File: src/sv/amf_pkg.sv
`timescale 1ns / 1ps
// ----------------------------------------------------------------------------
// Adaptive median filter package
// Shared constants, types and address helpers for the filter's modules.
// ----------------------------------------------------------------------------
package amf_pkg;

    localparam int MAX_WINDOW  = 7;
    localparam int MAX_WIDTH   = 1024;
    localparam int MAX_HEIGHT  = 1024;
    localparam int HALF        = MAX_WINDOW / 2;
    localparam int STORE_DEPTH = MAX_WINDOW * MAX_WIDTH;
    localparam int ADDR_W      = $clog2(STORE_DEPTH);
    localparam int WIN_N       = MAX_WINDOW * MAX_WINDOW;
    localparam int CNT_W       = $clog2(WIN_N + 1);
    localparam int MAX_GEOM    = (MAX_WIDTH > MAX_HEIGHT) ? MAX_WIDTH : MAX_HEIGHT;
    localparam int POS_W       = $clog2(MAX_GEOM + 1);
    localparam int PEND_W      = $clog2(HALF * MAX_WIDTH + HALF + 2);
    localparam int S_W         = $clog2(MAX_WINDOW + 3);
    localparam int PIX_W       = 8;
    localparam int SIDE_W      = 3;
    localparam int GEOM_W      = 11;
    localparam int CFG_IDX_W   = 2;
    localparam int CFG_DATA_W  = 11;
    localparam int QDEPTH      = 2;

    // Input command carried in tuser.
    typedef enum logic {
        CMD_PUSH  = 1'b0,
        CMD_FLUSH = 1'b1
    } cmd_t;

    // Configuration register indexes.
    localparam logic [CFG_IDX_W-1:0] REG_WIN_MIN = 2'd0;
    localparam logic [CFG_IDX_W-1:0] REG_WIN_MAX = 2'd1;
    localparam logic [CFG_IDX_W-1:0] REG_WIDTH   = 2'd2;
    localparam logic [CFG_IDX_W-1:0] REG_HEIGHT  = 2'd3;

    // Configuration as seen by the front and back (geometry already clamped).
    typedef struct packed {
        logic [SIDE_W-1:0] win_min;
        logic [SIDE_W-1:0] win_max;
        logic [POS_W-1:0]  width;
        logic [POS_W-1:0]  height;
    } cfg_t;

    // One filter job handed from the front to the back.
    typedef struct packed {
        logic [POS_W-1:0]  row;
        logic [POS_W-1:0]  col;
        logic [ADDR_W-1:0] addr;
        logic              last;
    } job_t;

    // Back-end sequencer states.
    typedef enum logic [3:0] {
        BK_IDLE,
        BK_CENTRE,
        BK_SETUP,
        BK_CORNER,
        BK_SCAN,
        BK_DRAIN,
        BK_SELECT,
        BK_DECIDE,
        BK_OUTPUT
    } bk_state_t;

    // Circular store address plus an offset below the store depth.
    function automatic logic [ADDR_W-1:0] addr_add(input logic [ADDR_W-1:0] a,
                                                   input logic [ADDR_W-1:0] b);
        logic [ADDR_W:0] s;
        s = {1'b0, a} + {1'b0, b};
        if (s >= (ADDR_W+1)'(STORE_DEPTH))
            s = s - (ADDR_W+1)'(STORE_DEPTH);
        return s[ADDR_W-1:0];
    endfunction

    // Circular store address minus an offset below the store depth.
    function automatic logic [ADDR_W-1:0] addr_sub(input logic [ADDR_W-1:0] a,
                                                   input logic [ADDR_W-1:0] b);
        logic [ADDR_W:0] s;
        if (a >= b)
            s = {1'b0, a} - {1'b0, b};
        else
            s = {1'b0, a} + (ADDR_W+1)'(STORE_DEPTH) - {1'b0, b};
        return s[ADDR_W-1:0];
    endfunction

endpackage

File: src/sv/amf_back.sv
`timescale 1ns / 1ps
// ----------------------------------------------------------------------------
// Adaptive median filter back end
// Reads each job's window from the line store, finds min, max and median,
// grows the window when needed and holds the result in an output register.
// ----------------------------------------------------------------------------
module amf_back (
    input  logic                        clk,
    input  logic                        rst_n,
    input  amf_pkg::cfg_t               cfg,
    input  logic                        q_empty,
    input  amf_pkg::job_t               q_job,
    output logic                        q_pop,
    output logic                        busy,
    output logic                        rd_en,
    output logic [amf_pkg::ADDR_W-1:0]  rd_addr,
    input  logic [amf_pkg::PIX_W-1:0]   rd_data,
    output logic                        m_tvalid,
    input  logic                        m_tready,
    output logic [amf_pkg::PIX_W-1:0]   m_tdata,
    output logic                        m_tlast
);
    import amf_pkg::*;

    bk_state_t          state_reg, state_next;
    job_t               job_reg, job_next;
    logic [PIX_W-1:0]   centre_reg, centre_next;
    logic [S_W-1:0]     side_reg, side_next;
    logic [POS_W-1:0]   r0_win, r1_reg, r1_next;
    logic [POS_W-1:0]   c0_reg, c0_next, c1_reg, c1_next;
    logic [POS_W-1:0]   ii_reg, ii_next, jj_reg, jj_next;
    logic [ADDR_W-1:0]  row_addr_reg, row_addr_next;
    logic [ADDR_W-1:0]  cur_addr_reg, cur_addr_next;
    logic [POS_W-1:0]   back_reg, back_next;
    logic               pipe_vld_reg;
    logic [PIX_W-1:0]   vals_reg [WIN_N];
    logic [WIN_N-1:0]   vld_reg;
    logic [WIN_N-1:0]   le_reg, le_next;
    logic [CNT_W-1:0]   n_reg;
    logic [PIX_W-1:0]   lo_reg, hi_reg;
    logic [PIX_W-1:0]   ans_reg, ans_next;
    logic [2:0]         bit_reg, bit_next;
    logic               phase_reg, phase_next;
    logic [PIX_W-1:0]   res_reg, res_next;
    logic               clear_win;
    logic               load_out;
    logic               out_valid_reg;
    logic [PIX_W-1:0]   out_data_reg;
    logic               out_last_reg;
    logic [POS_W-1:0]   half_side;
    logic [PIX_W-1:0]   thresh;
    logic [CNT_W-1:0]   le_cnt;
    logic [ADDR_W-1:0]  next_row_addr;

    // Upper end of a clipped span.
    function automatic logic [POS_W-1:0] span_hi(input logic [POS_W-1:0] ctr,
                                                 input logic [POS_W-1:0] h,
                                                 input logic [POS_W-1:0] lim);
        logic [POS_W:0] b;
        b = {1'b0, ctr} + {1'b0, h};
        if (b > ({1'b0, lim} - (POS_W+1)'(1)))
            b = {1'b0, lim} - (POS_W+1)'(1);
        return b[POS_W-1:0];
    endfunction

    // Lower end of a clipped span, never above the upper end.
    function automatic logic [POS_W-1:0] span_lo(input logic [POS_W-1:0] ctr,
                                                 input logic [POS_W-1:0] h,
                                                 input logic [POS_W-1:0] hi);
        logic [POS_W-1:0] a;
        a = (ctr >= h) ? ctr - h : '0;
        if (a > hi)
            a = hi;
        return a;
    endfunction

    assign busy      = (state_reg != BK_IDLE);
    assign half_side = POS_W'(side_reg >> 1);
    assign thresh    = ans_reg | ((PIX_W'(1) << bit_reg) - PIX_W'(1));
    assign next_row_addr = addr_add(row_addr_reg, ADDR_W'(cfg.width));

    // Count of window pixels at or below the current threshold.
    always_comb
    begin
        le_cnt = '0;
        for (int k = 0; k < WIN_N; k++)
            le_cnt = le_cnt + CNT_W'(le_reg[k]);
    end

    // Sequencer: next state and datapath controls.
    always_comb
    begin
        state_next    = state_reg;
        job_next      = job_reg;
        centre_next   = centre_reg;
        side_next     = side_reg;
        r0_win        = '0;
        r1_next       = r1_reg;
        c0_next       = c0_reg;
        c1_next       = c1_reg;
        ii_next       = ii_reg;
        jj_next       = jj_reg;
        row_addr_next = row_addr_reg;
        cur_addr_next = cur_addr_reg;
        back_next     = back_reg;
        le_next       = le_reg;
        ans_next      = ans_reg;
        bit_next      = bit_reg;
        phase_next    = phase_reg;
        res_next      = res_reg;
        clear_win     = 1'b0;
        load_out      = 1'b0;
        q_pop         = 1'b0;
        rd_en         = 1'b0;
        rd_addr       = cur_addr_reg;

        case (state_reg)
            BK_IDLE:
            begin
                if (!q_empty)
                begin
                    q_pop      = 1'b1;
                    job_next   = q_job;
                    rd_en      = 1'b1;
                    rd_addr    = q_job.addr;
                    side_next  = (S_W'(cfg.win_min) > S_W'(MAX_WINDOW)) ?
                                 S_W'(MAX_WINDOW) : S_W'(cfg.win_min);
                    state_next = BK_CENTRE;
                end
            end

            BK_CENTRE:
            begin
                centre_next = rd_data;
                state_next  = BK_SETUP;
            end

            // Clip the window and start the walk back to its top-left corner.
            BK_SETUP:
            begin
                r1_next       = span_hi(job_reg.row, half_side, cfg.height);
                r0_win        = span_lo(job_reg.row, half_side, r1_next);
                c1_next       = span_hi(job_reg.col, half_side, cfg.width);
                c0_next       = span_lo(job_reg.col, half_side, c1_next);
                ii_next       = r0_win;
                jj_next       = c0_next;
                back_next     = job_reg.row - r0_win;
                cur_addr_next = addr_sub(job_reg.addr, ADDR_W'(job_reg.col - c0_next));
                clear_win     = 1'b1;
                state_next    = BK_CORNER;
            end

            // One row back per cycle.
            BK_CORNER:
            begin
                if (back_reg != '0)
                begin
                    cur_addr_next = addr_sub(cur_addr_reg, ADDR_W'(cfg.width));
                    back_next     = back_reg - POS_W'(1);
                end
                else
                begin
                    row_addr_next = cur_addr_reg;
                    state_next    = BK_SCAN;
                end
            end

            // One store read per cycle over the window, row by row.
            BK_SCAN:
            begin
                rd_en = 1'b1;
                if (jj_reg == c1_reg)
                begin
                    if (ii_reg == r1_reg)
                    begin
                        state_next = BK_DRAIN;
                    end
                    else
                    begin
                        ii_next       = ii_reg + POS_W'(1);
                        jj_next       = c0_reg;
                        row_addr_next = next_row_addr;
                        cur_addr_next = next_row_addr;
                    end
                end
                else
                begin
                    jj_next       = jj_reg + POS_W'(1);
                    cur_addr_next = addr_add(cur_addr_reg, ADDR_W'(1));
                end
            end

            BK_DRAIN:
            begin
                ans_next   = '0;
                bit_next   = 3'd7;
                phase_next = 1'b0;
                state_next = BK_SELECT;
            end

            // Median search, one bit at a time: compare, then count.
            BK_SELECT:
            begin
                if (!phase_reg)
                begin
                    for (int k = 0; k < WIN_N; k++)
                        le_next[k] = vld_reg[k] && (vals_reg[k] <= thresh);
                    phase_next = 1'b1;
                end
                else
                begin
                    if (!(le_cnt > (n_reg >> 1)))
                        ans_next = ans_reg | (PIX_W'(1) << bit_reg);
                    phase_next = 1'b0;
                    if (bit_reg == 3'd0)
                        state_next = BK_DECIDE;
                    else
                        bit_next = bit_reg - 3'd1;
                end
            end

            BK_DECIDE:
            begin
                if (lo_reg < ans_reg && ans_reg < hi_reg)
                begin
                    res_next   = (lo_reg < centre_reg && centre_reg < hi_reg) ?
                                 centre_reg : ans_reg;
                    state_next = BK_OUTPUT;
                end
                else if (side_reg < S_W'(cfg.win_max) &&
                         (side_reg + S_W'(2)) <= S_W'(MAX_WINDOW))
                begin
                    side_next  = side_reg + S_W'(2);
                    state_next = BK_SETUP;
                end
                else
                begin
                    res_next   = ans_reg;
                    state_next = BK_OUTPUT;
                end
            end

            BK_OUTPUT:
            begin
                if (!out_valid_reg || m_tready)
                begin
                    load_out   = 1'b1;
                    state_next = BK_IDLE;
                end
            end

            default:
            begin
                state_next = BK_IDLE;
            end
        endcase
    end

    // Control registers.
    always_ff @(posedge clk or negedge rst_n)
    begin
        if (!rst_n)
        begin
            state_reg     <= BK_IDLE;
            pipe_vld_reg  <= 1'b0;
            vld_reg       <= '0;
            n_reg         <= '0;
            out_valid_reg <= 1'b0;
        end
        else
        begin
            state_reg    <= state_next;
            pipe_vld_reg <= (state_reg == BK_SCAN);
            if (clear_win)
            begin
                vld_reg <= '0;
                n_reg   <= '0;
            end
            else if (pipe_vld_reg)
            begin
                vld_reg <= {vld_reg[WIN_N-2:0], 1'b1};
                n_reg   <= n_reg + CNT_W'(1);
            end
            if (load_out)
                out_valid_reg <= 1'b1;
            else if (m_tready)
                out_valid_reg <= 1'b0;
        end
    end

    // Payload registers.
    always_ff @(posedge clk)
    begin
        job_reg      <= job_next;
        centre_reg   <= centre_next;
        side_reg     <= side_next;
        r1_reg       <= r1_next;
        c0_reg       <= c0_next;
        c1_reg       <= c1_next;
        ii_reg       <= ii_next;
        jj_reg       <= jj_next;
        row_addr_reg <= row_addr_next;
        cur_addr_reg <= cur_addr_next;
        back_reg     <= back_next;
        le_reg       <= le_next;
        ans_reg      <= ans_next;
        bit_reg      <= bit_next;
        phase_reg    <= phase_next;
        res_reg      <= res_next;
        if (clear_win)
        begin
            lo_reg <= '1;
            hi_reg <= '0;
        end
        else if (pipe_vld_reg)
        begin
            vals_reg[0] <= rd_data;
            for (int k = 1; k < WIN_N; k++)
                vals_reg[k] <= vals_reg[k-1];
            if (rd_data < lo_reg)
                lo_reg <= rd_data;
            if (rd_data > hi_reg)
                hi_reg <= rd_data;
        end
        if (load_out)
        begin
            out_data_reg <= res_next;
            out_last_reg <= job_reg.last;
        end
    end

    assign m_tvalid = out_valid_reg;
    assign m_tdata  = out_data_reg;
    assign m_tlast  = out_last_reg;

    // The valid flags of the window always agree with its pixel count.
    a_win_count: assert property (@(posedge clk) disable iff (!rst_n)
        $countones(vld_reg) == int'(n_reg))
        else $error("window valid flags disagree with pixel count");

    // A decision is never taken on an empty window.
    a_win_nonempty: assert property (@(posedge clk) disable iff (!rst_n)
        (state_reg == BK_DECIDE) |-> (n_reg != '0))
        else $error("decision on an empty window");

endmodule

File: config.mk
export PLATFORM = sky130hd
export DESIGN_NAME = amf_back
export DESIGN_NICKNAME = d
export VERILOG_FILES = /design/src/sv/amf_pkg.sv /design/src/sv/amf_back.sv
export SDC_FILE = /design/constraint.sdc
export NUM_CORES = 1
export LEC_CHECK = 0
export BUFFER_PORTS_ARGS = -buffer_cell sky130_fd_sc_hd__buf_2
export CORE_ASPECT_RATIO = 1.25
export CORE_MARGIN = 2
export CORE_UTILIZATION = 33
export CTS_BUF_LIST = sky130_fd_sc_hd__clkbuf_8
export CTS_CLUSTER_SIZE = 8
export DETAILED_ROUTE_END_ITERATION = 12
export GPL_ROUTABILITY_DRIVEN = 1
export HOLD_SLACK_MARGIN = 0.12
export MAX_ROUTING_LAYER = met4
export PLACE_DENSITY_LB_ADDON = 0.12
export SYNTH_ARGS = -nofsm -noshare
export SYNTH_HDL_FRONTEND = slang
export SYNTH_SLANG_ARGS = --single-unit
File: constraint.sdc
create_clock -name clk -period 27.5 [get_ports clk]
set_input_delay 2.75 -clock clk [delete_from_list [all_inputs] [get_ports clk]]
set_output_delay 2.75 -clock clk [all_outputs]
set_load 0.02 [all_outputs]
; Word level (Yosys, flattened, before mapping)
; Memory sizes are Yosys's and may differ from the RTL's.
; Index checks and enable logic that the tools add are counted.
[totals]
reg_bits = 295
mem_bits_rw = 392
memories = 1
[classes]
addsub = 73
magnitude_cmp = 68
n_eq_ne = 24
shifts = 1
mux = 72
bitwise = 4
reduce_logical = 79
[mem_list]
columns = memory, depth, word_bits, rd, rd_clocked_by_memory_dff, wr, line
row1 = vals_reg, 49, 8, 49, 0, 49, amf_back.sv:36  ; logic [PIX_W-1:0] vals_reg [WIN_N];
[op_table]
columns = cell, n
row1 = $le A8 B8 Y1, 49
row2 = $add A6 B1 Y6, 43
row3 = $mux W11, 15
row4 = $mux W13, 11
row5 = $mux W49, 2
row6 = $pmux W11 S2, 3
row7 = $logic_and A1 B1 Y1, 52
row8 = $mux W4, 12
row9 = $mux W8, 6
row10 = $lt A8 B8 Y1, 5
row11 = $pmux W13 S3, 1
row12 = $pmux W4 S9, 1
row13 = $ge A14 B13 Y1 const B, 2
row14 = $add A13 B13 Y13 const B, 2
row15 = $ne A2 B2 Y1 const B, 13
row16 = $pmux W13 S2, 1
row17 = $sub A13 B11 Y13, 2
row18 = $sub A13 B13 Y13, 2
row19 = $sub A13 B13 Y13 const B, 2
row20 = $add A11 B3 Y12, 2
row21 = $gt A12 B12 Y1, 2
row22 = $sub A11 B1 Y12 const B, 2
row23 = $add A11 B1 Y11 const B, 2
row24 = $eq A11 B11 Y1, 2
row25 = 50 further kinds, 87

; Depth between registers and ports, before layout
[logic_depth]
ltp_word = 52
depth_mapped = 50
depth_no_buf = 49

; Worst setup path after synthesis
; OpenSTA, ideal clock, no wires.
[synth_timing]
path_type = input to register
from = input cfg[15] (netlist bit)
to = register cur_addr_reg[12], data pin
setup_ps = 268
t_arrival_ps = 10710
setup_slack_ps = 16522
cell_stages = 46
path_buffers = 1
cell_sequence = inv_1 -> nand3_1 -> nor2_1 -> nand4_1 -> nor3_1 -> xnor2_1 -> ha_1 -> a21o_1 -> a21o_1 -> a2111oi_2 -> nor2_2 -> mux2i_1 -> inv_1 -> ha_1 -> nor2b_1 -> o21a_1 -> o21a_1 -> o21a_1 -> (+10 left out) -> o21ai_0 -> a21boi_0 -> o21ai_0 -> a21boi_0 -> o21ai_0 -> nand2b_1 -> xnor2_1 -> ha_1 -> inv_1 -> fa_1 -> nand2_1 -> or3b_2 -> o2111ai_1 -> a21oi_1 -> xnor2_1 -> mux2i_1 -> xor2_1 -> o21ai_0
[synth_between]
elab_chain_cells = 11
[synth_rtl]
columns = element, line
row1 = from (decl), amf_back.sv:10  ; input amf_pkg::cfg_t cfg,
row2 = $sub A11 B1 Y12, amf_back.sv:62  ; b = {1'b0, lim} - (POS_W+1)'(1);
row3 = $gt A12 B12 Y1, amf_back.sv:61  ; if (b > ({1'b0, lim} - (POS_W+1)'(1)))
row4 = $mux W11, amf_back.sv:61
row5 = $mux W11, amf_back.sv:117  ; case (state_reg)
row6 = $gt A11 B11 Y1, amf_back.sv:72  ; if (a > hi)
row7 = $mux W11, amf_back.sv:72
row8 = $mux W11, amf_back.sv:117
row9 = $sub A11 B11 Y12, amf_back.sv:148  ; cur_addr_next = addr_sub(job_reg.addr, ADDR_W'(job_reg.col - c0_next));
row10 = $sub A13 B13 Y13 (tied with other cells), amf_pkg.sv:85  ; s = {1'b0, a} + (ADDR_W+1)'(STORE_DEPTH) - {1'b0, b};
row11 = $mux W13, amf_pkg.sv:82  ; if (a >= b)
row12 = $pmux W13 S3 *, amf_back.sv:117
row13 = net cur_addr_next[12], amf_back.sv:33  ; logic [ADDR_W-1:0] cur_addr_reg, cur_addr_next;
row14 = to (signal assigned), amf_back.sv:303  ; cur_addr_reg <= cur_addr_next;
row15 = to (decl), amf_back.sv:33
; Mark *: on every way through the listed nets, which the timed path passes. The rest lies on a longest branch. The select of a mux whose other input is x is not followed.
; A chain may end at the register's enable or synchronous reset.

; Final worst setup path
[layout_timing]
from = input cfg[13] (netlist bit)
to = register cur_addr_reg[12], data pin
; The elaborated chain is that of the path after synthesis.

==> run summary <==
The most repeated library cell on the critical path was sky130_fd_sc_hd__o21ai_0. The die covers 130000 um^2. Counting flops with a built-in enable in the synthesized netlist gives 602. For this run, design rule violations remaining after detail routing come to 0. The total congestion overflow after global routing was 0; the number of setup violations in the final report was 0. Detailed placement ended at an HPWL of 75200 um. In this run the number of H-tree levels came out at 3. In this run the worst setup path terminates at cur_addr_reg[12]. In the post-synthesis netlist, the cell with the most instances is sky130_fd_sc_hd__ha_1. The run finished with clean final reports. The run gives 121 as the TritonCTS buffer count. Length in cells of the worst reg-to-reg path: 50.

The final core utilization was 37.2%; the weighted congestion reported at the end of routability-driven placement was 0.825. The final number of max-transition violations came out at 0. At the later pin of the worst-skew pair, clock insertion delay measures 840 ps. Counting I/O delays and the setup requirement, the final critical path takes 11460 ps. The number of register bits inferred by synthesis works out to 687. Mean routed wirelength per cell: 18.7 um.

Post-CTS repair changed the size of 0 cells. The tools report the worst supply voltage drop on vdd as 0.000157 V. TritonCTS built the clock tree.

The number of flip-flops in the largest register works out to 392. The tools report the worst endpoint required time as 28020 ps. Input and output buffers added on the ports amount to 101. No sink is reached through more buffers than the 3 on the longest clock path. The total number of vias was 27400; the number of iterations in the first detailed-routing pass was 6. The data arrival time at the worst-slack endpoint came out at 11970 ps.

Kind of end point of the critical path: a flop. The run gives 102 as the number of top-level design ports. The worst setup path is of the in2reg kind.

The critical path starts at cfg[13]. The slowest stage of the critical path belongs to the cell sky130_fd_sc_hd__fa_1. The synthesized netlist occupies a cell area of 42000 um^2. From left edge to right edge, the die measures 323 um. The initial antenna violation count came out at 4.

The share of async-settable or async-resettable flops after synthesis was 8.88%; the setup skew after layout was 71.9 ps. Counting instances in the post-synthesis netlist gives the leading cell types as sky130_fd_sc_hd__ha_1, sky130_fd_sc_hd__edfxtp_1, sky130_fd_sc_hd__inv_1. Using the TritonRoute via totals, the vias-per-cell ratio works out to 4.91. The number of filler cells placed in the layout was 12700. The path class of the tightest hold or removal check is reg2reg.

The share of final-layout standard cells stronger than drive strength 1 came out at 9.02%. The post-synthesis cell type count is 80, and the count of warnings emitted by yosys is 0. The first global-routing pass estimated 164000 um of wire.

The startpoint identified for the worst register-to-register timing path is side_reg[2]. The worst setup path is launched from an input port. The share of synthesized area occupied by flip-flops and latches is 47.9%. Worst flop-to-flop path endpoint: cur_addr_reg[12]. A synthesized cell averages 11.7 um^2. Via count of the first global-routing pass: 29000.

Among all flip-flop cells after synthesis, the most frequent one is sky130_fd_sc_hd__edfxtp_1. After clock tree synthesis, the clock-pin slew on the worst setup and hold paths is 60 ps. Total negative slack: 0 ps. Final hold violation count: 0.

Global routing used 16.8% of the available tracks across all layers. The number of buffers inserted for hold repair after clock tree synthesis came out at 0. From synthesis to final layout, the design area changed by 12.0%.

Across the run, the number of max-cap violations was 0. Once the clock tree was built, the setup fixing pass inserted 0 buffers. The floorplan step set the die height to 403 um.

Once detail routing completed, the nets flagged for antenna violations numbered 0. Setup repair after global routing left no endpoint under its margin. The max-slew headroom at the worst pin is 23.3%. The effective utilization at floorplan is 33.2%, and the fmax is 87.3 MHz. The synthesized design spends more area on one cell type than any other, namely sky130_fd_sc_hd__edfxtp_1. The largest driver fanout on the critical path works out to 10.

The number of nets in the synthesized netlist is 4346. The run gives 105000 um as the total wirelength of the detailed-routed design. Summed over its instances, the top area cell type makes up 43.1% of the synthesized netlist area.

CTS saw 687 sinks. The root cell of the clock tree was sky130_fd_sc_hd__clkbuf_8. The final period utilization is 41.7%.

The delay of the slowest cell on the worst path works out to 600 ps. Setup slack on the worst reg-to-reg path comes out at 16810 ps. Post-synthesis instance total: 3596. In this run the static leakage power is 0.0203 uW. In this run, the number of DRC markers left after iteration 0 of detailed routing was 1151. After floorplanning, the core was divided into 146 placement rows. The area of the placeable core came out at 126000 um^2. The worst-margin pin slew was 1150 ps. After the last flow step, the layout net total stands at 4528.

The power per cell area came out at 109 nW/um^2. Sorting the synthesized cells by area gives the leading types as sky130_fd_sc_hd__edfxtp_1, sky130_fd_sc_hd__ha_1, sky130_fd_sc_hd__dfrtp_1. Entering global routing, the biggest net connects 160 pins.
==> routing by layer <==
metal	track usage [%]	part of all wire, %	wire (um)
met1	19.3	43	44500
met2	30.2	52	54500
met3	2.08	2.7	2820
met4	5.43	2.7	2830
met5	-	0	0
==> cell families (layout without fill, tap and decap cells) <==
logic type / count (synthesis) / after routing / share of synthesized area, %
compound gates: 738 / 738 / 11.3
mux: 114 / 114 / 2.76
buf+inv: 367 / 653 / 3.30
fa+ha+maj: 676 / 676 / 21.4
flops: 687 / 687 / 47.9
simple gates: 827 / 827 / 9.50
other cells: 0 / 1 / 0
xor+xnor: 187 / 187 / 3.90
==> area by class of cell <==
type / instances / area, um^2 / area share (%)
clock inverters: 87 / 412 / 0.876
multi-input cells: 2542 / 20600 / 43.8
well taps: 1702 / 2130 / 4.53
flip-flops and latches: 687 / 20100 / 42.7
repair buffers: 130 / 738 / 1.57
inverters: 296 / 1110 / 2.37
diodes: 1 / 2.50 / 0.00532
clock buffers: 140 / 1930 / 4.10
==> power breakdown <==
group	switching (uW)	leakage (uW)	internal (uW)
sequential	167	0.00657	1440
combinational	1530	0.0123	1090
clock	460	0.00139	466
total	2160	0.0203	2990
==> layout by cell type, fill, tap and decap left out, drive strengths merged, types with 11 or more instances in the layout <==
cell type and count:
a211o 37, a211oi 25, a21boi 42, a21o 140
a21oi 208, a31oi 15, and2 20, and3 20
buf 130, clkbuf 140, clkinv 34, dfrtp 61
dfxtp 24, edfxtp 602, fa 68, ha 606
inv 348, mux2 12, mux2i 102, nand2 152
nand2b 44, nand3 126, nand4 62, nor2 253
nor2b 44, nor3 42, nor4 11, o211ai 18
o21a 15, o21ai 184, or3 31, xnor2 124
xor2 63
==> per-stage QoR <==
step	worst slack (ps)	hold WS (ps)	instances	area [um^2]	total power, uW
2_1_floorplan	16520	400	3596	42000	3560
3_3_place_gp	15380	431	5357	44700	4270
3_5_place_dp	15260	432	5357	44700	4280
4_1_cts	16100	409	5584	47000	5250
5_1_grt	15070	434	5585	47000	5640
6_report	16040	408	5585	47000	5140
==> worst min-delay path by stage <==
stage	start	endpoint	slack (ps)	cells after the start
6_report	vals_reg[1][107]	vals_reg[1][115]	410	0
5_1_grt	vals_reg[1][107]	vals_reg[1][115]	430	0
4_1_cts	vals_reg[1][107]	vals_reg[1][115]	410	0
3_5_place_dp	vals_reg[1][56]	vals_reg[1][64]	430	0
3_3_place_gp	vals_reg[1][24]	vals_reg[1][32]	430	0
2_1_floorplan	job_reg[0]	m_tlast	400	0
==> worst max-delay path: cells and delay by family <==
| kind | cells | cell delay [ps] |
|---|---|---|
| adders and majority gates | 5 | 1730 |
| AOI/OAI and AO/OA | 19 | 3340 |
| xor gates and xnor gates | 4 | 730 |
| muxes | 3 | 910 |
| and+or+nand+nor | 11 | 1860 |
| buffers and inverters | 5 | 630 |
(Power assumes the default switching activity.)
